File: src/hdl/scne_pkg.sv
// Shared constants, types and digit arithmetic for the sheared cell neighbor enumerator.
`default_nettype none
package scne_pkg;

  localparam int DIMENSIONS  = 3;
  localparam int MAX_SIDE    = 64;
  localparam int EMIT_LIMIT  = 30;

  localparam int IDX_W       = 18;
  localparam int CPS_W       = 7;
  localparam int SHIFT_W     = 6;
  localparam int CFG_IDX_W   = 2;
  localparam int CFG_DATA_W  = 7;

  localparam int SIDE_W      = $clog2(MAX_SIDE + 1);
  localparam int DIG_W       = $clog2(MAX_SIDE);
  localparam int REM_W       = SIDE_W + 1;
  localparam int CNT_W       = $clog2(EMIT_LIMIT);
  localparam int IDX_STEPS   = IDX_W / 2;
  localparam int SHIFT_STEPS = SHIFT_W / 2;
  localparam int STEP_W      = $clog2(IDX_STEPS);
  localparam int DIM_W       = $clog2(DIMENSIONS);

  localparam int QDEPTH      = 2;
  localparam int QPTR_W      = $clog2(QDEPTH);
  localparam int QCNT_W      = $clog2(QDEPTH + 1);

  // config register indexes
  localparam logic [CFG_IDX_W-1:0] REG_CELLS_PER_SIDE = 2'd0;
  localparam logic [CFG_IDX_W-1:0] REG_SHEAR_ON       = 2'd1;
  localparam logic [CFG_IDX_W-1:0] REG_SHEAR_SHIFT    = 2'd2;

  typedef logic [DIG_W-1:0]  digit_t;
  typedef logic [SIDE_W-1:0] side_t;
  typedef logic [1:0]        trit_t;

  // offset codes: trit value minus one
  localparam trit_t TRIT_MINUS = 2'd0;
  localparam trit_t TRIT_ZERO  = 2'd1;
  localparam trit_t TRIT_PLUS  = 2'd2;

  typedef enum logic [1:0] {
    EDGE_NONE,
    EDGE_LOW,
    EDGE_HIGH
  } boundary_t;

  typedef struct packed {
    side_t side;
    logic  shear_on;
  } cfg_t;

  typedef struct packed {
    digit_t [DIMENSIONS-1:0] digits;
    digit_t                  shift;
    boundary_t               boundary;
  } work_t;

  typedef enum logic [1:0] {
    F_IDLE,
    F_DIV,
    F_SHIFT,
    F_PUSH
  } front_state_t;

  typedef enum logic [1:0] {
    B_IDLE,
    B_REGULAR,
    B_EXTRA
  } back_state_t;

  function automatic side_t side_clamp(logic [CPS_W-1:0] cps);
    side_t s;
    if (cps == '0) s = SIDE_W'(1);
    else if (int'(cps) > MAX_SIDE) s = SIDE_W'(MAX_SIDE);
    else s = SIDE_W'(cps);
    return s;
  endfunction

  function automatic digit_t wrap_inc(digit_t v, side_t side);
    side_t s;
    s = SIDE_W'(v) + SIDE_W'(1);
    return (s == side) ? '0 : DIG_W'(s);
  endfunction

  function automatic digit_t wrap_dec(digit_t v, side_t side);
    side_t s;
    s = side - SIDE_W'(1);
    return (v == '0) ? DIG_W'(s) : v - DIG_W'(1);
  endfunction

  // a, b below side
  function automatic digit_t add_mod(digit_t a, digit_t b, side_t side);
    logic [SIDE_W:0] s;
    s = (SIDE_W+1)'(a) + (SIDE_W+1)'(b);
    if (s >= (SIDE_W+1)'(side)) s = s - (SIDE_W+1)'(side);
    return DIG_W'(s);
  endfunction

  function automatic digit_t sub_mod(digit_t a, digit_t b, side_t side);
    logic [SIDE_W:0] s;
    if (a >= b) s = (SIDE_W+1)'(a) - (SIDE_W+1)'(b);
    else s = (SIDE_W+1)'(a) + (SIDE_W+1)'(side) - (SIDE_W+1)'(b);
    return DIG_W'(s);
  endfunction

  function automatic digit_t trit_offset(digit_t v, trit_t t, side_t side);
    digit_t r;
    case (t)
      TRIT_MINUS: r = wrap_dec(v, side);
      TRIT_ZERO:  r = v;
      default:    r = wrap_inc(v, side);
    endcase
    return r;
  endfunction

endpackage
`default_nettype wire

File: src/hdl/scne_front.sv
// Front end: takes a cell item, splits it into digits, reduces the shift, classifies the row.
`default_nettype none
module scne_front (
  input  wire logic                         clk,
  input  wire logic                         rst,
  input  wire logic                         start,
  input  wire logic [scne_pkg::IDX_W-1:0]   cell_index,
  input  wire scne_pkg::cfg_t               cfg,
  input  wire logic [scne_pkg::SHIFT_W-1:0] shear_shift,
  input  wire logic                         full,
  output logic                              busy,
  output logic                              push,
  output scne_pkg::work_t                   push_item
);
  import scne_pkg::*;

  front_state_t            state, state_next;
  logic [IDX_W-1:0]        q;
  side_t                   r;
  logic [STEP_W-1:0]       step;
  logic [DIM_W-1:0]        dsel;
  digit_t [DIMENSIONS-1:0] digits;
  digit_t                  shift;
  boundary_t               boundary;

  // two restoring division steps per cycle
  logic [REM_W-1:0] t1, t2;
  logic             b1, b2;
  side_t            r1, r2;
  logic [IDX_W-1:0] q1, q2;

  always_comb begin
    t1 = {r, q[IDX_W-1]};
    b1 = (t1 >= {1'b0, cfg.side});
    r1 = b1 ? SIDE_W'(t1 - {1'b0, cfg.side}) : SIDE_W'(t1);
    q1 = {q[IDX_W-2:0], b1};
    t2 = {r1, q1[IDX_W-1]};
    b2 = (t2 >= {1'b0, cfg.side});
    r2 = b2 ? SIDE_W'(t2 - {1'b0, cfg.side}) : SIDE_W'(t2);
    q2 = {q1[IDX_W-2:0], b2};
  end

  wire div_done   = (step == STEP_W'(IDX_STEPS - 1));
  wire shift_done = (step == STEP_W'(SHIFT_STEPS - 1));
  wire last_digit = (dsel == DIM_W'(DIMENSIONS - 1));

  always_comb begin
    state_next = state;
    case (state)
      F_IDLE:  if (start) state_next = F_DIV;
      F_DIV:   if (div_done && last_digit) state_next = F_SHIFT;
      F_SHIFT: if (shift_done) state_next = F_PUSH;
      F_PUSH:  if (!full) state_next = F_IDLE;
      default: state_next = F_IDLE;
    endcase
  end

  always_comb begin
    boundary = EDGE_NONE;
    if (cfg.shear_on) begin
      if (digits[1] == '0) boundary = EDGE_LOW;
      else if (SIDE_W'(digits[1]) == cfg.side - SIDE_W'(1)) boundary = EDGE_HIGH;
    end
  end

  always_comb begin
    busy      = (state != F_IDLE);
    push      = (state == F_PUSH) && !full;
    push_item = '{digits: digits, shift: shift, boundary: boundary};
  end

  always_ff @(posedge clk) begin
    if (rst) begin
      state <= F_IDLE;
    end else begin
      state <= state_next;
    end
  end

  always_ff @(posedge clk) begin
    case (state)
      F_IDLE: begin
        if (start) begin
          q    <= cell_index;
          r    <= '0;
          step <= '0;
          dsel <= '0;
        end
      end
      F_DIV: begin
        q <= q2;
        if (div_done) begin
          digits[dsel] <= DIG_W'(r2);
          r            <= '0;
          step         <= '0;
          if (last_digit) begin
            q <= {shear_shift, (IDX_W - SHIFT_W)'(0)};
          end else begin
            dsel <= dsel + DIM_W'(1);
          end
        end else begin
          r    <= r2;
          step <= step + STEP_W'(1);
        end
      end
      F_SHIFT: begin
        q <= q2;
        if (shift_done) begin
          shift <= DIG_W'(r2);
        end else begin
          r    <= r2;
          step <= step + STEP_W'(1);
        end
      end
      default: ;
    endcase
  end

endmodule
`default_nettype wire

File: src/hdl/scne_queue.sv
// Short work queue between the front end and the enumerator.
`default_nettype none
module scne_queue (
  input  wire logic            clk,
  input  wire logic            rst,
  input  wire logic            push,
  input  wire scne_pkg::work_t push_item,
  output logic                 full,
  input  wire logic            pop,
  output logic                 valid,
  output scne_pkg::work_t      head
);
  import scne_pkg::*;

  work_t             entries [QDEPTH];
  logic [QPTR_W-1:0] wptr, rptr;
  logic [QCNT_W-1:0] count;

  always_comb begin
    full  = (count == QCNT_W'(QDEPTH));
    valid = (count != '0);
    head  = entries[rptr];
  end

  always_ff @(posedge clk) begin
    if (rst) begin
      wptr  <= '0;
      rptr  <= '0;
      count <= '0;
    end else begin
      if (push) wptr <= (wptr == QPTR_W'(QDEPTH - 1)) ? '0 : wptr + QPTR_W'(1);
      if (pop)  rptr <= (rptr == QPTR_W'(QDEPTH - 1)) ? '0 : rptr + QPTR_W'(1);
      if (push && !pop) count <= count + QCNT_W'(1);
      else if (pop && !push) count <= count - QCNT_W'(1);
    end
  end

  always_ff @(posedge clk) begin
    if (push) entries[wptr] <= push_item;
  end

  a_no_overflow: assert property (@(posedge clk) disable iff (rst) push |-> !full)
    else $error("queue push while full");
  a_no_underflow: assert property (@(posedge clk) disable iff (rst) pop |-> valid)
    else $error("queue pop while empty");

endmodule
`default_nettype wire

File: src/hdl/scne_back.sv
// Back end: walks the neighbor offsets of one cell and composes each neighbor number.
`default_nettype none
module scne_back (
  input  wire logic                       clk,
  input  wire logic                       rst,
  input  wire scne_pkg::cfg_t             cfg,
  input  wire logic                       avail,
  input  wire scne_pkg::work_t            head,
  output logic                            pop,
  output logic                            strobe,
  output logic [scne_pkg::IDX_W-1:0]      neighbor_index,
  output logic                            last
);
  import scne_pkg::*;

  back_state_t            state, state_next;
  work_t                  cur;
  trit_t [DIMENSIONS-1:0] trit, trit_inc;
  logic [CNT_W-1:0]       count;

  logic                    all_reg, all_extra, final_elem, emit, emit_last;
  digit_t [DIMENSIONS-1:0] nd;

  always_comb begin
    all_reg   = 1'b1;
    all_extra = 1'b1;
    for (int d = 0; d < DIMENSIONS; d++) begin
      if (trit[d] != TRIT_PLUS) begin
        all_reg = 1'b0;
        if (d >= 2) all_extra = 1'b0;
      end
    end
    final_elem = (state == B_REGULAR) ? (all_reg && cur.boundary == EDGE_NONE) : all_extra;
    emit       = (state != B_IDLE);
    emit_last  = emit && (final_elem || count == CNT_W'(EMIT_LIMIT - 1));
  end

  // offset odometer; extras count over dimensions two and up
  always_comb begin
    logic carry;
    carry    = 1'b1;
    trit_inc = trit;
    for (int d = 0; d < DIMENSIONS; d++) begin
      if (carry && (d >= 2 || state == B_REGULAR)) begin
        if (trit[d] == TRIT_PLUS) begin
          trit_inc[d] = TRIT_MINUS;
        end else begin
          trit_inc[d] = trit[d] + 2'd1;
          carry       = 1'b0;
        end
      end
    end
  end

  always_comb begin
    for (int d = 0; d < DIMENSIONS; d++) begin
      nd[d] = trit_offset(cur.digits[d], trit[d], cfg.side);
    end
    if (state == B_EXTRA) begin
      if (cur.boundary == EDGE_LOW) begin
        nd[0] = wrap_inc(wrap_inc(add_mod(cur.digits[0], cur.shift, cfg.side), cfg.side),
                         cfg.side);
        nd[1] = DIG_W'(cfg.side - SIDE_W'(1));
      end else begin
        nd[0] = wrap_dec(wrap_dec(sub_mod(cur.digits[0], cur.shift, cfg.side), cfg.side),
                         cfg.side);
        nd[1] = '0;
      end
    end else begin
      // crossing the y boundary drags x along
      if (cur.boundary == EDGE_LOW && trit[1] == TRIT_MINUS) begin
        nd[0] = add_mod(nd[0], cur.shift, cfg.side);
      end else if (cur.boundary == EDGE_HIGH && trit[1] == TRIT_PLUS) begin
        nd[0] = sub_mod(nd[0], cur.shift, cfg.side);
      end
    end
  end

  always_comb begin
    state_next = state;
    case (state)
      B_IDLE: if (avail) state_next = B_REGULAR;
      B_REGULAR: begin
        if (emit_last) state_next = avail ? B_REGULAR : B_IDLE;
        else if (all_reg) state_next = B_EXTRA;
      end
      B_EXTRA: if (emit_last) state_next = avail ? B_REGULAR : B_IDLE;
      default: state_next = B_IDLE;
    endcase
  end

  always_comb begin
    pop = avail && (state == B_IDLE || emit_last);
  end

  always_ff @(posedge clk) begin
    if (rst) begin
      state <= B_IDLE;
      count <= '0;
    end else begin
      state <= state_next;
      if (pop) count <= '0;
      else if (emit) count <= count + CNT_W'(1);
    end
  end

  always_ff @(posedge clk) begin
    if (pop) begin
      cur  <= head;
      trit <= '0;
    end else if (emit) begin
      if (state == B_REGULAR && all_reg) trit <= '0;
      else trit <= trit_inc;
    end
  end

  // Horner composition, one multiply per stage after the first
  logic [DIMENSIONS-1:0]   s_valid, s_last;
  logic [IDX_W-1:0]        s_acc [DIMENSIONS];
  digit_t [DIMENSIONS-1:0] s_dig [DIMENSIONS-1];

  always_ff @(posedge clk) begin
    if (rst) begin
      s_valid <= '0;
    end else begin
      s_valid <= {s_valid[DIMENSIONS-2:0], emit};
    end
  end

  always_ff @(posedge clk) begin
    s_last[0] <= emit_last;
    s_acc[0]  <= IDX_W'(nd[DIMENSIONS-1]);
    s_dig[0]  <= nd;
    for (int s = 1; s < DIMENSIONS; s++) begin
      s_last[s] <= s_last[s-1];
      s_acc[s]  <= IDX_W'(s_acc[s-1] * IDX_W'(cfg.side))
                   + IDX_W'(s_dig[s-1][DIMENSIONS-1-s]);
    end
    for (int s = 1; s < DIMENSIONS - 1; s++) begin
      s_dig[s] <= s_dig[s-1];
    end
  end

  always_comb begin
    strobe         = s_valid[DIMENSIONS-1];
    last           = s_last[DIMENSIONS-1];
    neighbor_index = s_acc[DIMENSIONS-1];
  end

  a_count_limit: assert property (@(posedge clk) disable iff (rst)
    state != B_IDLE |-> count <= CNT_W'(EMIT_LIMIT - 1))
    else $error("emit count past limit");
  a_last_restarts: assert property (@(posedge clk) disable iff (rst)
    emit_last |=> (state == B_IDLE || count == '0))
    else $error("cell not closed after last neighbor");

endmodule
`default_nettype wire

File: src/hdl/sheared_cell_neighbor_enumerator.sv
// Top level of the sheared cell neighbor enumerator: config registers, front, queue, back.
//
//   port group      dir  signals                          timing
//   ----------      ---  -------                          ------
//   cell command    in   start, cell_index / out busy     taken when start && !busy
//   neighbor result out  strobe, neighbor_index, last     one strobe per item, no stall
//   config write    in   cfg_write, cfg_addr, cfg_data    taken when cfg_write is high
//
// The front takes a cell, has its radix-4 divider peel off one digit at a time, reduces the
//   shift, then pushes the item into the queue, waiting while the queue is full.
// The back emits one neighbor per cycle (27 regular, plus 3 extra on a sheared boundary
//   row, at most 30) and each result leaves through the registered Horner chain.
// A two-entry queue lets the front split the next cell while the back is still emitting.
// Reset is synchronous: config goes to side 8, shear off, shift 0; the queue empties.
// The result side cannot stall; busy only covers the front, so a start may land while
//   earlier neighbors are still streaming out.
`default_nettype none
module sheared_cell_neighbor_enumerator (
  input  wire logic                            clk,
  input  wire logic                            rst,
  input  wire logic                            start,
  output logic                                 busy,
  input  wire logic [scne_pkg::IDX_W-1:0]      cell_index,
  output logic                                 strobe,
  output logic [scne_pkg::IDX_W-1:0]           neighbor_index,
  output logic                                 last,
  input  wire logic                            cfg_write,
  input  wire logic [scne_pkg::CFG_IDX_W-1:0]  cfg_addr,
  input  wire logic [scne_pkg::CFG_DATA_W-1:0] cfg_data
);
  import scne_pkg::*;

  // config registers; indexes past the list are dropped
  logic [CPS_W-1:0]   cells_per_side;
  logic               shear_on;
  logic [SHIFT_W-1:0] shear_shift;

  always_ff @(posedge clk) begin
    if (rst) begin
      cells_per_side <= CPS_W'(8);
      shear_on       <= 1'b0;
      shear_shift    <= '0;
    end else if (cfg_write) begin
      case (cfg_addr)
        REG_CELLS_PER_SIDE: cells_per_side <= cfg_data[CPS_W-1:0];
        REG_SHEAR_ON:       shear_on       <= cfg_data[0];
        REG_SHEAR_SHIFT:    shear_shift    <= cfg_data[SHIFT_W-1:0];
        default: ;
      endcase
    end
  end

  // side clamped into 1..MAX_SIDE; shift is reduced per cell in the front
  cfg_t cfg;
  always_comb begin
    cfg.side     = side_clamp(cells_per_side);
    cfg.shear_on = shear_on;
  end

  logic  push, full, pop, avail;
  work_t push_item, head;

  scne_front u_front (
    .clk        (clk),
    .rst        (rst),
    .start      (start),
    .cell_index (cell_index),
    .cfg        (cfg),
    .shear_shift(shear_shift),
    .full       (full),
    .busy       (busy),
    .push       (push),
    .push_item  (push_item)
  );

  scne_queue u_queue (
    .clk      (clk),
    .rst      (rst),
    .push     (push),
    .push_item(push_item),
    .full     (full),
    .pop      (pop),
    .valid    (avail),
    .head     (head)
  );

  scne_back u_back (
    .clk           (clk),
    .rst           (rst),
    .cfg           (cfg),
    .avail         (avail),
    .head          (head),
    .pop           (pop),
    .strobe        (strobe),
    .neighbor_index(neighbor_index),
    .last          (last)
  );

endmodule
`default_nettype wire

File: config.mk
export PLATFORM = sky130hd
export DESIGN_NAME = sheared_cell_neighbor_enumerator
export DESIGN_NICKNAME = d
export VERILOG_FILES = /design/src/hdl/scne_pkg.sv /design/src/hdl/scne_front.sv /design/src/hdl/scne_queue.sv /design/src/hdl/scne_back.sv /design/src/hdl/sheared_cell_neighbor_enumerator.sv
export SDC_FILE = /design/constraint.sdc
export NUM_CORES = 1
export LEC_CHECK = 0
export BUFFER_PORTS_ARGS = -buffer_cell sky130_fd_sc_hd__buf_2
export CORE_ASPECT_RATIO = 0.5
export CORE_UTILIZATION = 28
export DETAILED_ROUTE_END_ITERATION = 10
export HOLD_SLACK_MARGIN = 0.08
export SLEW_MARGIN = 20
export SYNTH_ARGS = -nofsm -noshare
export SYNTH_HDL_FRONTEND = slang
export SYNTH_SLANG_ARGS = --single-unit
File: constraint.sdc
create_clock -name clk -period 9.9 [get_ports clk]
set_input_delay 0.99 -clock clk [delete_from_list [all_inputs] [get_ports clk]]
set_output_delay 0.99 -clock clk [all_outputs]
set_load 0.01 [all_outputs]
==> impl_metrics.tcl, run 1 <==
set metrics [dict create \
    outcome "finished clean" \
    cts_buffer_depth 3 \
    arrival_ps 8420 \
    overflow 0 \
    dp.cells 2803 \
    numCtsBuffers 24 \
    drc 0 \
    crit_family "compound AO/OA/AOI/OAI gates" \
    syn_nets 2240 \
    htree_num_levels 1 \
    n_antenna_cell 0 \
    drt_wl_total_mm 43.8 \
    clock_latency_ps 560 \
    preCtsSetupSlack_ps 2200 \
    max_cap_viol_count 0 \
    grt_start_max_net_pins 38 \
    slowest_stage "edfxtp_1" \
    crit_chain "ha_1 -> nor4b_1 -> a2111oi_0 -> o211ai_1 -> ha_1 -> nand2_1 -> o21ai_1 -> a21oi_2 -> mux2i_2 -> inv_1 -> ha_1 -> and3_1 -> a31oi_2 -> nand2_2 -> xnor2_1 -> a211o_1 -> and2_1 -> ha_1 -> nand3_1 -> o41a_1 -> a2111oi_2 -> o311ai_1 -> a311oi_2 -> o311ai_1" \
    path_buf_inv 1 \
    rsz0062_at_grt "false" \
    cts_setup_buffers 0 \
    synth_area_per_cell_um2 9.62 \
    end_kind "flop" \
    dr.pass1.iters 4 \
    setup_violations 0 \
    ant_nets 0 \
    antenna_found_initial 2 \
    routedWlPerCell_um 15.4 \
    clkSlewWorstSetupHoldPaths_ps 70 \
    fin_skew_ps 26.0 \
    max_freq_mhz 125 \
    track_usage 0.130 \
    io_buffers 51 \
    period_share 0.809 \
    critPathMostFrequentCell "ha_1" \
    num_rows 66 \
    grt_pass1_vias 13300 \
    final_layout_size_suffix_gt1_frac 0.0953 \
    yosysSeqAreaShare 0.318 \
    crit_type "flop to flop" \
    num_io_pins 52 \
    drtIter0Drc 907 \
    ys.flop_type "edfxtp_1" \
    syn_inst 1933 \
    ctsResizeCount 0 \
    viasPerCell 4.72 \
    cp-start-kind "flop" \
    finalCriticalPeriod_ps 8010 \
    gp_congestion 0.890 \
    slew_violations 0 \
    cts_tree "done" \
    setup_slack_ps 1890 \
    final-hold-violation-count 0 \
    nFillCells 6672 \
    hp-class "flop to flop" \
    ys_warn_count 0 \
    synth-seq-cells 229 \
    cts.sink_count 229 \
    relSlewSlack 0.405 \
    hpwl_mm 33.2 \
    r2r_start "u_back.cur[11]" \
    postCtsHoldBufs 0 \
    max_stage_delay_ps 590 \
    min_from "u_back.s_dig[0][3]" \
    start_util 0.285 \
    ys_types 94 \
    clockRootBuffer "clkbuf_16" \
    worst_pin_slew_ps 884 \
    async_flop_share 0 \
    crit_required_ps 10310 \
    syn_to_final_growth_pct 10.2 \
    die_y_um 184 \
    grt_pass1_wl_mm 71.3 \
    path_max_fanout 13 \
    dieWidth_um 366 \
    num_vias 13400 \
    startpoint "u_back.cur[11]" \
    nets 2252 \
    core-area_um2 65300 \
    final_cell_mix "inv_1, ha_1, nand2_1" \
    fin_tns_setup_ps 0 \
    final_common_cell "inv_1" \
    synth_edf_count 133 \
    r2r_slack_ps 1890 \
    netlist_area_um2 18600 \
    die-area_um2 67500 \
    instances_no_fill 2847 \
]
==> routing by layer <==
layer | vias to the layer above | global-route usage | share of wire
met4 | 4 | 0.0286 | 0.020
met3 | 58 | 0.0215 | 0.047
met2 | 246 | 0.222 | 0.46
met1 | 6500 | 0.173 | 0.47
li1 | 6637 | - | -
met5 | - | 0 | 0.00062
==> state kept, by name, indices dropped and copies added (netlist names), 6 cells and up <==
register and count:
u_back.s_acc 33, u_back.cur 26, u_back.s_dig 24, u_front.shift 6, u_back.trit 6, u_front.push_item 18, shear_shift 6, u_queue.entries 52
cells_per_side 7, u_front.q 18, u_front.r 7
==> cell families after synthesis <==
| kind of cell | Yosys count | synth area share |
|---|---|---|
| muxes | 72 | 0.0421 |
| AOI/OAI and AO/OA | 346 | 0.124 |
| buffers and inverters | 293 | 0.0645 |
| xor gates and xnor gates | 130 | 0.0647 |
| DFF | 229 | 0.318 |
| adders and majority gates | 276 | 0.229 |
| and+or+nand+nor | 587 | 0.157 |
==> cells in the mapped netlist (all sizes together) (5+ instances only) <==
cell type | n | area (um^2)
inv | 204 | 766
o211ai | 9 | 67.6
a21o | 21 | 158
nor3b | 7 | 52.6
a221oi | 5 | 61.3
nand2b | 20 | 125
o211a | 7 | 70.1
nand3b | 8 | 60.1
mux2i | 36 | 377
a22oi | 5 | 37.5
o21bai | 6 | 45.0
dfxtp | 96 | 1920
buf | 31 | 215
o21a | 6 | 45.0
and3 | 17 | 106
or3 | 12 | 75.1
nor2 | 138 | 518
a211oi | 19 | 160
edfxtp | 133 | 3990
o311ai | 6 | 52.6
clkbuf | 57 | 214
nand4 | 13 | 87.6
ha | 168 | 2100
or2 | 9 | 58.8
a31oi | 7 | 50.1
nand3 | 31 | 155
a21boi | 8 | 60.1
mux2 | 36 | 405
a21oi | 90 | 454
nor3 | 30 | 166
xor2 | 40 | 358
nand2 | 167 | 632
nor2b | 29 | 181
a2111oi | 5 | 50.0
xnor2 | 87 | 777
fa | 108 | 2160
o21ai | 87 | 439
a211o | 8 | 70.1
and2 | 87 | 544
o22ai | 18 | 119
==> layout make-up <==
cell class	instances	area (um^2)	share of cell area
inverter	205	769	0.0375
clock buffer	25	604	0.0295
multi-input combinational	1411	11500	0.561
clock inverter	19	170	0.00830
timing repair buffer	74	428	0.0209
tap	884	1110	0.0539
sequential	229	5920	0.289
==> per-stage QoR <==
step	util	hold slack (ps)	cell area [um^2]
floorplan	-	310	18600
global placement	0.302	315	19700
detailed placement	0.302	313	19700
CTS	0.314	322	20500
global route	0.314	332	20500
finish	0.314	325	20500
==> worst paths after layout <==
check / endpoint / depth (start not counted)
max: u_back.s_dig[0][2] / 24
min: u_back.s_dig[0][21] / 0
max reg2reg: u_back.s_dig[0][2] / 24
min reg2reg: u_back.s_dig[0][21] / 0
Power of run 1 is left out: the tool's default activity adds up to more than one toggle a clock period on the data nets, which glitch-free logic cannot reach.
==> inputs of run 2 (changes only) <==
==> constraint.sdc (replaced) <==
create_clock -name clk -period 7.15 [get_ports clk]
set_input_delay 0.715 -clock clk [delete_from_list [all_inputs] [get_ports clk]]
set_output_delay 0.715 -clock clk [all_outputs]
set_load 0.01 [all_outputs]
==> run 2 against run 1 <==
  * Non-clock buffer count increased by 27
  * Sequential share of layout area decreased by 0.39 points
  * Clock skew decreased by 5.4 ps
  * Maximum frequency increased by 22%
  * Critical path type unchanged
==> impl_metrics.tcl, run 2 (synthesis gave the netlist of run 1 again) <==
set metrics [dict create \
    r2r_end "u_back.s_dig[0][2]" \
    track_usage 0.130 \
    num_vias 13500 \
    reg2regPathDepth 26 \
    crit_type "flop to flop" \
    htree_num_levels 1 \
    relSlewSlack 0.362 \
    clock_latency_ps 560 \
    num_rows 66 \
    path_max_fanout 14 \
    final_common_cell "inv_1" \
    overflow 0 \
    dieWidth_um 366 \
    top_register "u_queue.entries" \
    syn_to_final_growth_pct 11.8 \
    largest_reg_flops 52 \
    reg.largest.list "u_queue.entries x52, u_back.s_acc x33, u_back.cur x26" \
    cp-start-kind "flop" \
    hold_depth 0 \
    crit_required_ps 7560 \
    cts_buffer_depth 3 \
    end_kind "flop" \
    setup_slack_ps 570 \
    nets 2279 \
    num_io_pins 52 \
    fin_skew_ps 20.6 \
    grt_start_max_net_pins 37 \
    cts.sink_count 229 \
    io_buffers 51 \
    worst_pin_slew_ps 946 \
    gp_congestion 0.908 \
    slew_violations 0 \
    hp-class "flop to flop" \
    final_layout_size_suffix_gt1_frac 0.110 \
    nFillCells 6679 \
    postCtsHoldBufs 0 \
    finalCriticalPeriod_ps 6580 \
    die_y_um 184 \
    viasPerCell 4.71 \
    clockRootBuffer "clkbuf_16" \
    rsz0062_at_grt "false" \
    cts_tree "done" \
    dr.pass1.iters 6 \
    grt_pass1_vias 13300 \
    preCtsSetupSlack_ps 85.2 \
    start_util 0.285 \
    drc 0 \
    n_antenna_cell 0 \
    hold_end "u_back.s_last[2]" \
    period_share 0.920 \
    core-area_um2 65300 \
    drt_wl_total_mm 44.3 \
    antenna_found_initial 0 \
    final-hold-violation-count 0 \
    routedWlPerCell_um 15.4 \
    drtIter0Drc 1049 \
    fin_tns_setup_ps 0 \
    grt_pass1_wl_mm 71.1 \
    final_cell_mix "inv_1, ha_1, nand2_1" \
    slowest_stage "ha_1" \
    numCtsBuffers 24 \
    ant_nets 0 \
    max_freq_mhz 152 \
    max_stage_delay_ps 540 \
    r2r_start "u_back.cur[7]" \
    clkSlewWorstSetupHoldPaths_ps 70 \
    die-area_um2 67500 \
    hpwl_mm 33.9 \
    setup_violations 0 \
    arrival_ps 6990 \
    r2r_slack_ps 570 \
    max_cap_viol_count 0 \
    min_from "u_back.s_last[1]" \
    outcome "finished clean" \
]
[run 2: worst max-delay path by stage]
stage	start	endpoint	cells after the start
3_5_place_dp	u_back.cur[3]	u_back.s_dig[0][2]	25
3_3_place_gp	u_back.cur[5]	u_back.s_dig[0][5]	25
6_report	u_back.cur[7]	u_back.s_dig[0][2]	26
5_1_grt	u_back.cur[5]	u_back.s_dig[0][2]	26
2_1_floorplan	u_back.cur[6]	u_back.s_dig[0][5]	28
4_1_cts	u_back.cur[3]	u_back.s_dig[0][2]	25
[run 2: repair_timing]
action	in CTS	in global routing
endpoints found under the setup margin	0	6
gates resized for setup	0	3
setup buffers	0	8
[run 2: layer usage]
layer / track usage / share of wire / up-vias
met5: 0 / 0 / -
met4: 0.0340 / 0.025 / 0
met3: 0.0187 / 0.045 / 69
met2: 0.223 / 0.46 / 254
met1: 0.172 / 0.47 / 6533
li1: - / - / 6687
[run 2: worst max-delay path, delay by kind of cell (launching register included)]
kind | cells | cell delay, ps
buffers and inverters | 3 | 520
AO/OA/AOI/OAI | 7 | 1650
multiplexers | 2 | 650
adder cells (fa/ha/maj) | 4 | 1440
AND/OR/NAND/NOR | 7 | 1160
XOR/XNOR | 3 | 610
flip-flops | 1 | 410
[run 2: final cells by class]
type                    count  area, um^2  share of cell area
clock inverters            20         221              0.0107
repair buffers            101         643              0.0309
well taps                 884        1110              0.0532
multi-input cells        1411       11500               0.555
clock buffers              24         601              0.0289
inverters                 205         769              0.0370
flip-flops and latches    229        5920               0.285
[run 2: through the flow]
step           instances  hold slack (ps)  utilization  cell area, um^2
2_1_floorplan       1933              310            -            18600
3_3_place_gp        2822              312        0.304            19900
3_5_place_dp        2822              313        0.304            19900
4_1_cts             2866              330        0.317            20700
5_1_grt             2874              332        0.318            20800
6_report            2874              327        0.318            20800
Power of run 2 is left out for the same reason.
